<file path="src/rtl/core/lecp_pkg.sv">
package lecp_pkg;

    localparam int LINE_DEPTH  = 32;
    localparam int LED_COUNT   = 6;
    localparam int IDX_W       = $clog2(LINE_DEPTH);
    localparam int BYTE_W      = 8;
    localparam int LED_W       = 6;
    localparam int QUEUE_DEPTH = 4;
    localparam int QPTR_W      = $clog2(QUEUE_DEPTH);

    localparam logic [BYTE_W-1:0] CHAR_CR    = 8'h0D;
    localparam logic [BYTE_W-1:0] CHAR_LF    = 8'h0A;
    localparam logic [BYTE_W-1:0] CHAR_NUL   = 8'h00;
    localparam logic [BYTE_W-1:0] CHAR_A     = 8'h41;
    localparam logic [BYTE_W-1:0] CHAR_PLUS  = 8'h2B;
    localparam logic [BYTE_W-1:0] CHAR_MINUS = 8'h2D;
    localparam logic [BYTE_W-1:0] CHAR_QUERY = 8'h3F;
    localparam logic [BYTE_W-1:0] DIGIT_BASE = 8'd48;

    typedef struct packed {
        logic [BYTE_W-1:0] data;
        logic              last;
        logic [LED_W-1:0]  led;
    } echo_item_t;

    typedef struct packed {
        logic       valid;
        echo_item_t item;
    } queue_push_t;

    typedef enum logic [1:0] {
        ST_COLLECT,
        ST_ECHO,
        ST_CR,
        ST_LF
    } front_state_t;

endpackage

</file>
<file path="src/rtl/core/lecp_front.sv">
module lecp_front (
    input  logic                  clk,
    input  logic                  rst_n,
    input  logic                  in_valid,
    output logic                  in_stall,
    input  logic [7:0]            rx_byte,
    output lecp_pkg::queue_push_t push,
    input  logic                  queue_full
);
    import lecp_pkg::*;

    front_state_t      state_reg;
    front_state_t      state_next;
    logic [BYTE_W-1:0] line_reg [LINE_DEPTH];
    logic [IDX_W-1:0]  idx_reg;
    logic [IDX_W-1:0]  ptr_reg;
    logic [LED_W-1:0]  led_reg;

    logic              accept;
    logic              is_cr;
    logic [BYTE_W-1:0] slot0;
    logic [BYTE_W-1:0] slot1;
    logic [BYTE_W-1:0] slot2;
    logic [BYTE_W-1:0] digit;
    logic              cmd_on;
    logic              cmd_off;
    logic              cmd_ok;
    logic [LED_W-1:0]  led_cmd;
    logic [BYTE_W-1:0] cur_byte;

    assign accept   = in_valid && !in_stall;
    assign is_cr    = (rx_byte == CHAR_CR);
    assign cur_byte = line_reg[ptr_reg];

    // command slots, with the cr byte still in its slot
    assign slot0 = (idx_reg == IDX_W'(0)) ? rx_byte : line_reg[0];
    assign slot1 = (idx_reg == IDX_W'(1)) ? rx_byte : line_reg[1];
    assign slot2 = (idx_reg == IDX_W'(2)) ? rx_byte : line_reg[2];

    always_comb
    begin
        digit   = slot2 - DIGIT_BASE;
        cmd_on  = (slot1 == CHAR_PLUS);
        cmd_off = (slot1 inside {CHAR_MINUS, CHAR_QUERY});
        cmd_ok  = (slot0 == CHAR_A) && (cmd_on || cmd_off) && (digit < BYTE_W'(LED_COUNT));
        led_cmd = led_reg;
        for (int i = 0; i < LED_W; i++)
        begin
            if (cmd_ok && (digit == BYTE_W'(i)))
            begin
                led_cmd[i] = cmd_on;
            end
        end
    end

    // next state
    always_comb
    begin
        state_next = state_reg;
        case (state_reg)
            ST_COLLECT:
            begin
                if (accept && is_cr)
                begin
                    state_next = ST_ECHO;
                end
            end
            ST_ECHO:
            begin
                if (cur_byte == CHAR_NUL)
                begin
                    state_next = ST_CR;
                end
            end
            ST_CR:
            begin
                if (!queue_full)
                begin
                    state_next = ST_LF;
                end
            end
            ST_LF:
            begin
                if (!queue_full)
                begin
                    state_next = ST_COLLECT;
                end
            end
            default:
            begin
                state_next = ST_COLLECT;
            end
        endcase
    end

    // outputs
    always_comb
    begin
        in_stall        = 1'b1;
        push.valid      = 1'b0;
        push.item.data  = cur_byte;
        push.item.last  = 1'b0;
        push.item.led   = led_reg;
        case (state_reg)
            ST_COLLECT:
            begin
                in_stall = 1'b0;
            end
            ST_ECHO:
            begin
                push.valid = (cur_byte != CHAR_NUL) && !queue_full;
            end
            ST_CR:
            begin
                push.valid     = !queue_full;
                push.item.data = CHAR_CR;
            end
            ST_LF:
            begin
                push.valid     = !queue_full;
                push.item.data = CHAR_LF;
                push.item.last = 1'b1;
            end
            default:
            begin
                in_stall = 1'b1;
            end
        endcase
    end

    always_ff @(posedge clk or negedge rst_n)
    begin
        if (!rst_n)
        begin
            state_reg <= ST_COLLECT;
            idx_reg   <= '0;
            ptr_reg   <= '0;
            led_reg   <= '0;
            for (int i = 0; i < LINE_DEPTH; i++)
            begin
                line_reg[i] <= '0;
            end
        end
        else
        begin
            state_reg <= state_next;
            if (accept)
            begin
                if (is_cr)
                begin
                    // cr slot reads back as zero, ending the echo there
                    line_reg[idx_reg] <= CHAR_NUL;
                    led_reg           <= led_cmd;
                    ptr_reg           <= '0;
                end
                else
                begin
                    line_reg[idx_reg] <= rx_byte;
                    idx_reg <= (idx_reg == IDX_W'(LINE_DEPTH - 1)) ? '0 : idx_reg + 1'b1;
                end
            end
            if ((state_reg == ST_ECHO) && push.valid)
            begin
                ptr_reg <= ptr_reg + 1'b1;
            end
            if ((state_reg == ST_LF) && !queue_full)
            begin
                for (int i = 0; i < LINE_DEPTH; i++)
                begin
                    if (i <= int'(idx_reg))
                    begin
                        line_reg[i] <= '0;
                    end
                end
                idx_reg <= '0;
            end
        end
    end

endmodule

</file>
<file path="src/rtl/core/lecp_queue.sv">
module lecp_queue (
    input  logic                  clk,
    input  logic                  rst_n,
    input  lecp_pkg::queue_push_t push,
    output logic                  full,
    input  logic                  pop,
    output lecp_pkg::echo_item_t  head,
    output logic                  empty
);
    import lecp_pkg::*;

    echo_item_t        mem_reg [QUEUE_DEPTH];
    logic [QPTR_W-1:0] rd_ptr_reg;
    logic [QPTR_W-1:0] wr_ptr_reg;
    logic [QPTR_W:0]   count_reg;
    logic              do_push;
    logic              do_pop;

    assign full    = (count_reg == (QPTR_W + 1)'(QUEUE_DEPTH));
    assign empty   = (count_reg == '0);
    assign head    = mem_reg[rd_ptr_reg];
    assign do_push = push.valid && !full;
    assign do_pop  = pop && !empty;

    always_ff @(posedge clk)
    begin
        if (do_push)
        begin
            mem_reg[wr_ptr_reg] <= push.item;
        end
    end

    always_ff @(posedge clk or negedge rst_n)
    begin
        if (!rst_n)
        begin
            rd_ptr_reg <= '0;
            wr_ptr_reg <= '0;
            count_reg  <= '0;
        end
        else
        begin
            if (do_push)
            begin
                wr_ptr_reg <= wr_ptr_reg + 1'b1;
            end
            if (do_pop)
            begin
                rd_ptr_reg <= rd_ptr_reg + 1'b1;
            end
            if (do_push && !do_pop)
            begin
                count_reg <= count_reg + 1'b1;
            end
            else if (do_pop && !do_push)
            begin
                count_reg <= count_reg - 1'b1;
            end
        end
    end

endmodule

</file>
<file path="src/rtl/core/lecp_back.sv">
module lecp_back (
    input  logic                 clk,
    input  logic                 rst_n,
    input  lecp_pkg::echo_item_t head,
    input  logic                 empty,
    output logic                 pop,
    output logic                 out_valid,
    input  logic                 out_stall,
    output logic [7:0]           echo_byte,
    output logic                 echo_last,
    output logic [5:0]           led_bits
);
    import lecp_pkg::*;

    logic       valid_reg;
    echo_item_t item_reg;

    assign pop       = !empty && (!valid_reg || !out_stall);
    assign out_valid = valid_reg;
    assign echo_byte = item_reg.data;
    assign echo_last = item_reg.last;
    assign led_bits  = item_reg.led;

    always_ff @(posedge clk)
    begin
        if (pop)
        begin
            item_reg <= head;
        end
    end

    always_ff @(posedge clk or negedge rst_n)
    begin
        if (!rst_n)
        begin
            valid_reg <= 1'b0;
        end
        else if (pop)
        begin
            valid_reg <= 1'b1;
        end
        else if (!out_stall)
        begin
            valid_reg <= 1'b0;
        end
    end

endmodule

</file>
<file path="src/rtl/core/line_echo_led_command_parser.sv">
// Serial line collector with LED command decode and line echo. Each received byte is stored in
// a 32-slot line store; a byte other than CR is accepted when offered. A CR runs the command in
// slots 0 to 2 ("A+n" switches LED n on, "A-n" or "A?n" switches it off, n an ASCII digit
// below 6), then echoes the stored line up to its first zero byte followed by CR and LF, with
// echo_last marking the LF and led_bits carrying the LED state after the command on every
// echoed item. While a line is echoed the input is stalled: the front sequencer walks the line
// store one slot per cycle while the queue is not full, then pushes CR and LF. Echo items pass
// through a 4-entry queue and an output register, so a stalled output only backs up the
// sequencer once the queue is full. The line store is held in flip-flops and cleared by reset
// directly, so the block is ready as soon as reset is released.
module line_echo_led_command_parser (
    input  logic       clk,
    input  logic       rst_n,
    input  logic       in_valid,
    output logic       in_stall,
    input  logic [7:0] rx_byte,
    output logic       out_valid,
    input  logic       out_stall,
    output logic [7:0] echo_byte,
    output logic       echo_last,
    output logic [5:0] led_bits
);
    import lecp_pkg::*;

    queue_push_t push;
    echo_item_t  head;
    logic        queue_full;
    logic        queue_empty;
    logic        pop;

    // front: line store, command decode and echo sequencer
    lecp_front u_front (
        .clk        (clk),
        .rst_n      (rst_n),
        .in_valid   (in_valid),
        .in_stall   (in_stall),
        .rx_byte    (rx_byte),
        .push       (push),
        .queue_full (queue_full)
    );

    // queue decouples the sequencer from output backpressure
    lecp_queue u_queue (
        .clk   (clk),
        .rst_n (rst_n),
        .push  (push),
        .full  (queue_full),
        .pop   (pop),
        .head  (head),
        .empty (queue_empty)
    );

    // back: registered output stage
    lecp_back u_back (
        .clk       (clk),
        .rst_n     (rst_n),
        .head      (head),
        .empty     (queue_empty),
        .pop       (pop),
        .out_valid (out_valid),
        .out_stall (out_stall),
        .echo_byte (echo_byte),
        .echo_last (echo_last),
        .led_bits  (led_bits)
    );

endmodule
</file>
<file path="config.mk">
export PLATFORM = sky130hd
export DESIGN_NAME = line_echo_led_command_parser
export DESIGN_NICKNAME = d
export VERILOG_FILES = /design/src/rtl/core/lecp_pkg.sv /design/src/rtl/core/lecp_front.sv /design/src/rtl/core/lecp_queue.sv /design/src/rtl/core/lecp_back.sv /design/src/rtl/core/line_echo_led_command_parser.sv
export SDC_FILE = /design/constraint.sdc
export NUM_CORES = 1
export LEC_CHECK = 0
export BUFFER_PORTS_ARGS = -buffer_cell sky130_fd_sc_hd__buf_2
export CORE_ASPECT_RATIO = 1.1
export CORE_MARGIN = 8
export CORE_UTILIZATION = 50
export CTS_CLUSTER_SIZE = 20
export DETAILED_ROUTE_END_ITERATION = 10
export PLACE_DENSITY = 0.64
export SYNTH_ARGS = -nofsm -noshare
export SYNTH_HDL_FRONTEND = slang
export SYNTH_SLANG_ARGS = --single-unit
</file>
<file path="constraint.sdc">
create_clock -name clk -period 3.69 [get_ports clk]
set_input_delay 0.369 -clock clk [delete_from_list [all_inputs] [get_ports clk]]
set_output_delay 0.369 -clock clk [all_outputs]
set_load 0.03 [all_outputs]
</file>
-- After elaboration in Yosys (flattened, before gate mapping)
Memory sizes are Yosys's and may differ from the RTL's. A register that Yosys moved wholly into a read port is not among the register bits.
Index checks and enable logic that the tools add are counted.
- RAM bits: 60
- input port bits: 12
- output and inout bits: 17
- register bits after elaboration: 282
- memories kept: 1
- memory list (name ; words ; width ; rd ports ; clocked after memory_dff ; wr ports ; RTL line ; RTL):
    u_queue.mem_reg ; 4 ; 15 ; 1 ; 1 ; 1 ; lecp_queue.sv:12 ; echo_item_t mem_reg [QUEUE_DEPTH];
- reductions and logical operators: 48
- add/subtract/negate cells: 7
- multiplexer cells: 65
- order comparisons: 35
- bitwise logic cells: 4
- equality and inequality tests: 23
- operator list (cell ; count):
    $mux 256 ; 3
    $mux 8 ; 37
    $and 256x256->256 ; 1
    $bwmux 256 ; 1
    $not 256->256 ; 1
    $le 5x5->1 const A ; 16
    $bmux 8 s5 ; 1
    $demux 8 s5 ; 1
    $le 4x5->1 const A ; 8
    $mux 5 ; 7
    $eq 8x6->1 const B ; 3
    $le 3x5->1 const A ; 4
    $logic_and 1x1->1 ; 19
    $reduce_and 3->1 ; 6
    $eq 8x2->1 const B ; 2
    $eq 8x3->1 const B ; 2
    $logic_not 8->1 ; 2
    $pmux 8 s2 ; 1
    $ge 6x6->1 const B ; 2
    $not 5->6 ; 2
    $add 5x1->5 const B ; 2
    $le 2x5->1 const A ; 2
    $reduce_bool 2->1 ; 5
    $eq 8x1->1 const B ; 1
    31 further kinds ; 53

-- Logic depth before layout (Yosys ltp)
- depth after elaboration: 12
- depth in mapped cells: 17

-- Cells and area by module
From an unflattened synthesis, not the netlist that was laid out.
- cells, all modules: 1584
- area total of the unflattened synthesis: 17615.6 um2
- by module, submodules not included (module ; sequential area each (um2) ; cells an instance ; instances ; area an instance (um2)):
    lecp_front ; 6856.6 ; 1451 ; 1 ; 14503.9
    lecp_queue ; 1976.9 ; 115 ; 1 ; 2621.3
    lecp_back ; 475.5 ; 18 ; 1 ; 490.5

-- Least setup slack after synthesis
OpenSTA, ideal clock, no wires.
- path kind: reg2reg
- from: reg u_front.ptr_reg[1]
- to: reg u_queue.count_reg[1]
- arrival: 3.107 ns
- required time: 3.565 ns
- slack: 0.458 ns
- period minus slack after synthesis: 3.232 ns
- library setup time: 0.125 ns
- stages on the path, launching flop included: 13
- path through: dfrtp_1 > buf_6 > buf_12 > mux4_2 > o22ai_1 > nor4_1 > or4_4 > o21ai_1 > a21boi_1 > ha_1 > inv_1 > fa_1 > mux2_2
- longest elaborated chain between the ends: 11
- elaborated cells between the ends (all ways): 13
- those cells by class: 5 x mux; 1 x bitwise; 7 x reduce/logical
- RTL lines (what ; RTL line ; RTL):
    start, declared ; lecp_front.sv:16 ; logic [IDX_W-1:0] ptr_reg;
    start signal, assigned ; lecp_front.sv:164 ; ptr_reg <= ptr_reg + 1'b1;
    $not 5->6 (implied by the code) * ; lecp_front.sv:33 ; assign cur_byte = line_reg[ptr_reg];
    $bmux 8 s5 * ; lecp_front.sv:33 ;
    $mux 8 (implied by the code) * (2 in a row) ; lecp_front.sv:33 ;
    $reduce_bool 8->1 * ; lecp_front.sv:111 ; push.valid = (cur_byte != CHAR_NUL) && !queue_full;
    $logic_and 1x1->1 * ; lecp_front.sv:111 ;
    $pmux 1 s2 * ; lecp_front.sv:104 ; case (state_reg)
    $logic_and 1x1->1 * ; lecp_queue.sv:22 ; assign do_push = push.valid && !full;
    net u_queue.do_push ; lecp_queue.sv:16 ; logic do_push;
    $logic_not 1->1 ; lecp_queue.sv:55 ; else if (do_pop && !do_push)
    $logic_and 1x1->1 ; lecp_queue.sv:55 ;
    $reduce_bool 2->1 (no source line) ; n/a ;
    end signal, assigned ; lecp_queue.sv:53 ; count_reg <= count_reg + 1'b1;
    end signal, assigned ; lecp_queue.sv:57 ; count_reg <= count_reg - 1'b1;
    end, declared ; lecp_queue.sv:15 ; logic [QPTR_W:0] count_reg;
The timed path passes the listed nets; every way through them passes the cells marked *. The select of a mux whose other input is x is not followed.
A chain may end at the register's enable or synchronous reset.

-- Worst setup path after layout
Same ends and word-level chain as after synthesis.

==> impl_metrics.env <==
export IMPL_wl_per_cell_um=23.96
export IMPL_antenna_found_initial=0
export IMPL_gp_congestion=0.9233
export IMPL_path_delay_family="multiplexers"
export IMPL_die_area_sq_um=40390
export IMPL_grt_pass1_vias=11820
export IMPL_fin_ws_ns=0.09478
export IMPL_path_cells="buf_12, mux4_2, o22ai_1, nor4_1, or4_4, o21ai_2, a21boi_1, ha_1, inv_1, fa_1, mux2_2"
export IMPL_cts_buffers=37
export IMPL_drc=0
export IMPL_max_slew_worst_pin_slew_ns=1.074
export IMPL_largest_reg_flops=256
export IMPL_dp_slack_ns=0.09073
export IMPL_port_buffers=28
export IMPL_yosysWarnings=0
export IMPL_synth_flop_cell="dfrtp_1"
export IMPL_clock_fmax_mhz=278.1
export IMPL_clk_latency_ns=0.53
export IMPL_hold_viol=0
export IMPL_cts_root_buf="clkbuf_16"
export IMPL_avgViaCountPerCell=5.933
export IMPL_cts_sinks=357
export IMPL_first_pass_iters=5
export IMPL_post_route_period_util_pct=97.43
export IMPL_min_path_type="input port to flip-flop"
export IMPL_num_antenna_cells=0
export IMPL_slew_viol_final=0
export IMPL_clock_skew_ns=0.01797
export IMPL_ys_seq_area_share_pct=54.42
export IMPL_wl_um=46110
export IMPL_clkTransAtPathRegs_ns=0.06
export IMPL_cp_max_fo=21
export IMPL_fill_cells=2848
export IMPL_cp_required_ns=4.10
export IMPL_cp_slowest_cell="or4_4"
export IMPL_hpwl_um=31550
export IMPL_vdd_drop_max_mv=0.3642
export IMPL_cp_num_buf_inv=2
export IMPL_gr_usage_all_layers_pct=23.09
export IMPL_grt_pass1_wl_um=71970
export IMPL_grt_start_max_net_pins=112
export IMPL_synth_edf_count=75
export IMPL_rows=71
export IMPL_async_reset_ff_share_pct=78.99
export IMPL_route_antenna_remaining_nets=0
export IMPL_synthCells=1394
export IMPL_synth_cell_area_sq_um=17110
export IMPL_tns_ns=0
export IMPL_cp_end_kind="flip-flop"
export IMPL_avgSynthCellArea_sq_um=12.27
export IMPL_die_height_um=210.0
export IMPL_coreArea_sq_um=33940
export IMPL_rsz0062_at_grt="false"
export IMPL_ios=29
export IMPL_cts_tree="built"
export IMPL_run_status="finished, final reports clean"
export IMPL_crit_type="flip-flop to flip-flop"
export IMPL_grt_overflow_total=0
export IMPL_dieWidth_um=192.4
export IMPL_initial_core_util_pct=50.41
export IMPL_ys_types=58
export IMPL_drt_iter0_markers=880
export IMPL_synth_seq_cells=357
export IMPL_syn_nets=1423
export IMPL_critPathMaxStageDelay_ns=0.57
export IMPL_worst_r2r_setup_slack_ns=0.09
export IMPL_p_total_uw=13090
export IMPL_crit_arrival_ns=4.01
export IMPL_synthToLayoutAreaGrowth_pct=13.89
export IMPL_cp_start_kind="flip-flop"
export IMPL_fin_crit_ns=3.595
export IMPL_pwr_density_cell_nw_per_um2=671.7
export IMPL_slew_headroom_pct=28.11
export IMPL_cts_max_path_buffers=3
export IMPL_p_leak_uw=0.008306
export IMPL_htreeDepth=2
export IMPL_setup_violations=0
export IMPL_final_nets=1487
export IMPL_drive_gt1_share_pct=19.03
export IMPL_cap_violations=0
export IMPL_vias=11421
==> power breakdown <==
| part | internal, uW | switching [uW] | total, uW |
|---|---|---|---|
| sequential | 4790 | 454 | 5240 |
| clock | 2480 | 1570 | 4050 |
| combinational | 1540 | 2250 | 3800 |
==> layer usage <==
metal,wire length [um],share of wire (%),global-route usage (%),vias to the layer above
met1,20110,44,32.15,5825
met4,1059,2.3,6.326,0
met5,0,0,0,-
li1,-,-,-,5136
met3,2736,5.9,3.818,76
met2,22210,48,37.13,384
==> worst reg2reg max path, delay by kind of cell, from the launching register on <==
kind	cells	cell delay, ns
AOI/OAI and AO/OA	3	0.53
adders and majority gates	2	0.62
buffers and inverters	2	0.31
DFF	1	0.52
muxes	2	0.82
and+or+nand+nor	2	0.69
==> synthesized netlist by cell type (3+ instances only) <==
library cell / number / area (sq um)
buf_6: 7 / 78.83
mux2_2: 24 / 270.3
and2_1: 11 / 68.82
mux2i_1: 238 / 2382
buf_2: 5 / 25.02
nand4_1: 6 / 37.54
xnor2_1: 5 / 43.79
mux4_2: 71 / 1599
a211oi_1: 4 / 30.03
nand2b_1: 6 / 37.54
ha_1: 16 / 200.2
nand3b_1: 5 / 37.54
nor2_1: 307 / 1152
nor4_1: 5 / 31.28
o31ai_1: 8 / 60.06
or2_2: 4 / 25.02
xor2_1: 3 / 26.28
nor3_1: 9 / 45.04
edfxtp_1: 75 / 2252
nor2b_1: 8 / 50.05
o21ai_0: 17 / 85.08
buf_1: 6 / 22.52
nand3_1: 23 / 115.1
inv_1: 13 / 48.80
or4b_2: 4 / 40.04
a31oi_1: 6 / 37.54
a22oi_1: 8 / 60.06
a21oi_1: 38 / 190.2
a22o_1: 9 / 78.83
nor3b_1: 7 / 52.55
clkbuf_1: 60 / 225.2
nand2_1: 48 / 180.2
or3_1: 4 / 25.02
o22ai_1: 20 / 125.1
dfrtp_1: 282 / 7057
==> final timing paths <==
| check | end | cells past startpoint | start |
|---|---|---|---|
| worst max-delay path | u_queue.count_reg[1] | 11 | u_front.ptr_reg[1] |
| worst min-delay path | u_back.out_valid | 3 | out_stall |
| worst max register to register | u_queue.count_reg[1] | 11 | u_front.ptr_reg[1] |
| worst min register to register | u_queue.count_reg[2] | 1 | u_queue.count_reg[2] |
| max in group asynchronous | u_front.line_reg[47] | 3 | rst_n |
| min in group asynchronous | u_back.out_valid | 2 | rst_n |
==> layout make-up <==
| type | instances | area (sq um) | area share (%) |
|---|---|---|---|
| multi-input cells | 943 | 7413 | 38.05 |
| repair buffers | 106 | 842.1 | 4.322 |
| clock inverters | 21 | 280.3 | 1.439 |
| clock buffers | 47 | 1036 | 5.318 |
| flip-flops and latches | 357 | 9314 | 47.81 |
| well taps | 438 | 548.0 | 2.813 |
| inverters | 13 | 48.80 | 0.2505 |
==> layout by cell type (no fill, tap or decap), drive strengths merged, types with 3 or more instances in the layout <==
cell type  netlist  routed
a211oi           4       4
a21boi           3       3
a21oi           38      38
a22o             9       9
a22oi            8       8
a31oi            6       6
and2            11      11
buf             21     104
bufinv           0       7
clkbuf          60      48
clkinv           0      12
dfrtp          282     282
edfxtp          75      75
ha              16      16
inv             13      14
mux2            25      25
mux2i          238     238
mux4            71      71
nand2           48      48
nand2b           6       6
nand3           23      23
nand3b           5       5
nand4            6       6
nor2           307     307
nor2b            8       8
nor3             9       9
nor3b            7       7
nor4             5       5
o21ai           19      19
o22ai           20      20
o31ai            8       8
or2              4       4
or3              4       4
or4b             4       4
xnor2            5       5
xor2             3       3
==> stage by stage <==
step	util [%]	hold slack [ns]	area [sq um]	instances
floorplan	-	0.07341	17110	1394
global placement	53.30	0.4789	18090	1855
detailed placement	53.30	0.4826	18090	1855
CTS	57.21	0.05534	19410	1924
global route	57.41	0.07484	19480	1925
finish	57.41	0.06962	19480	1925
==> what timing repair did <==
action,4_1_cts,5_1_grt
setup endpoints to repair,0,17
resized for setup,0,8
buffers inserted,0,0
hold buffers,1,0
hold endpoints to repair,46,0
==> cells by family after synthesis <==
| logic type | after synthesis | synth area share [%] |
|---|---|---|
| compound gates | 128 | 4.857 |
| xor+xnor | 8 | 0.4096 |
| fa+ha+maj | 17 | 1.287 |
| buf+inv | 94 | 2.545 |
| flops | 357 | 54.42 |
| mux | 334 | 24.94 |
| simple gates | 456 | 11.54 |
(Power assumes the default switching activity.)
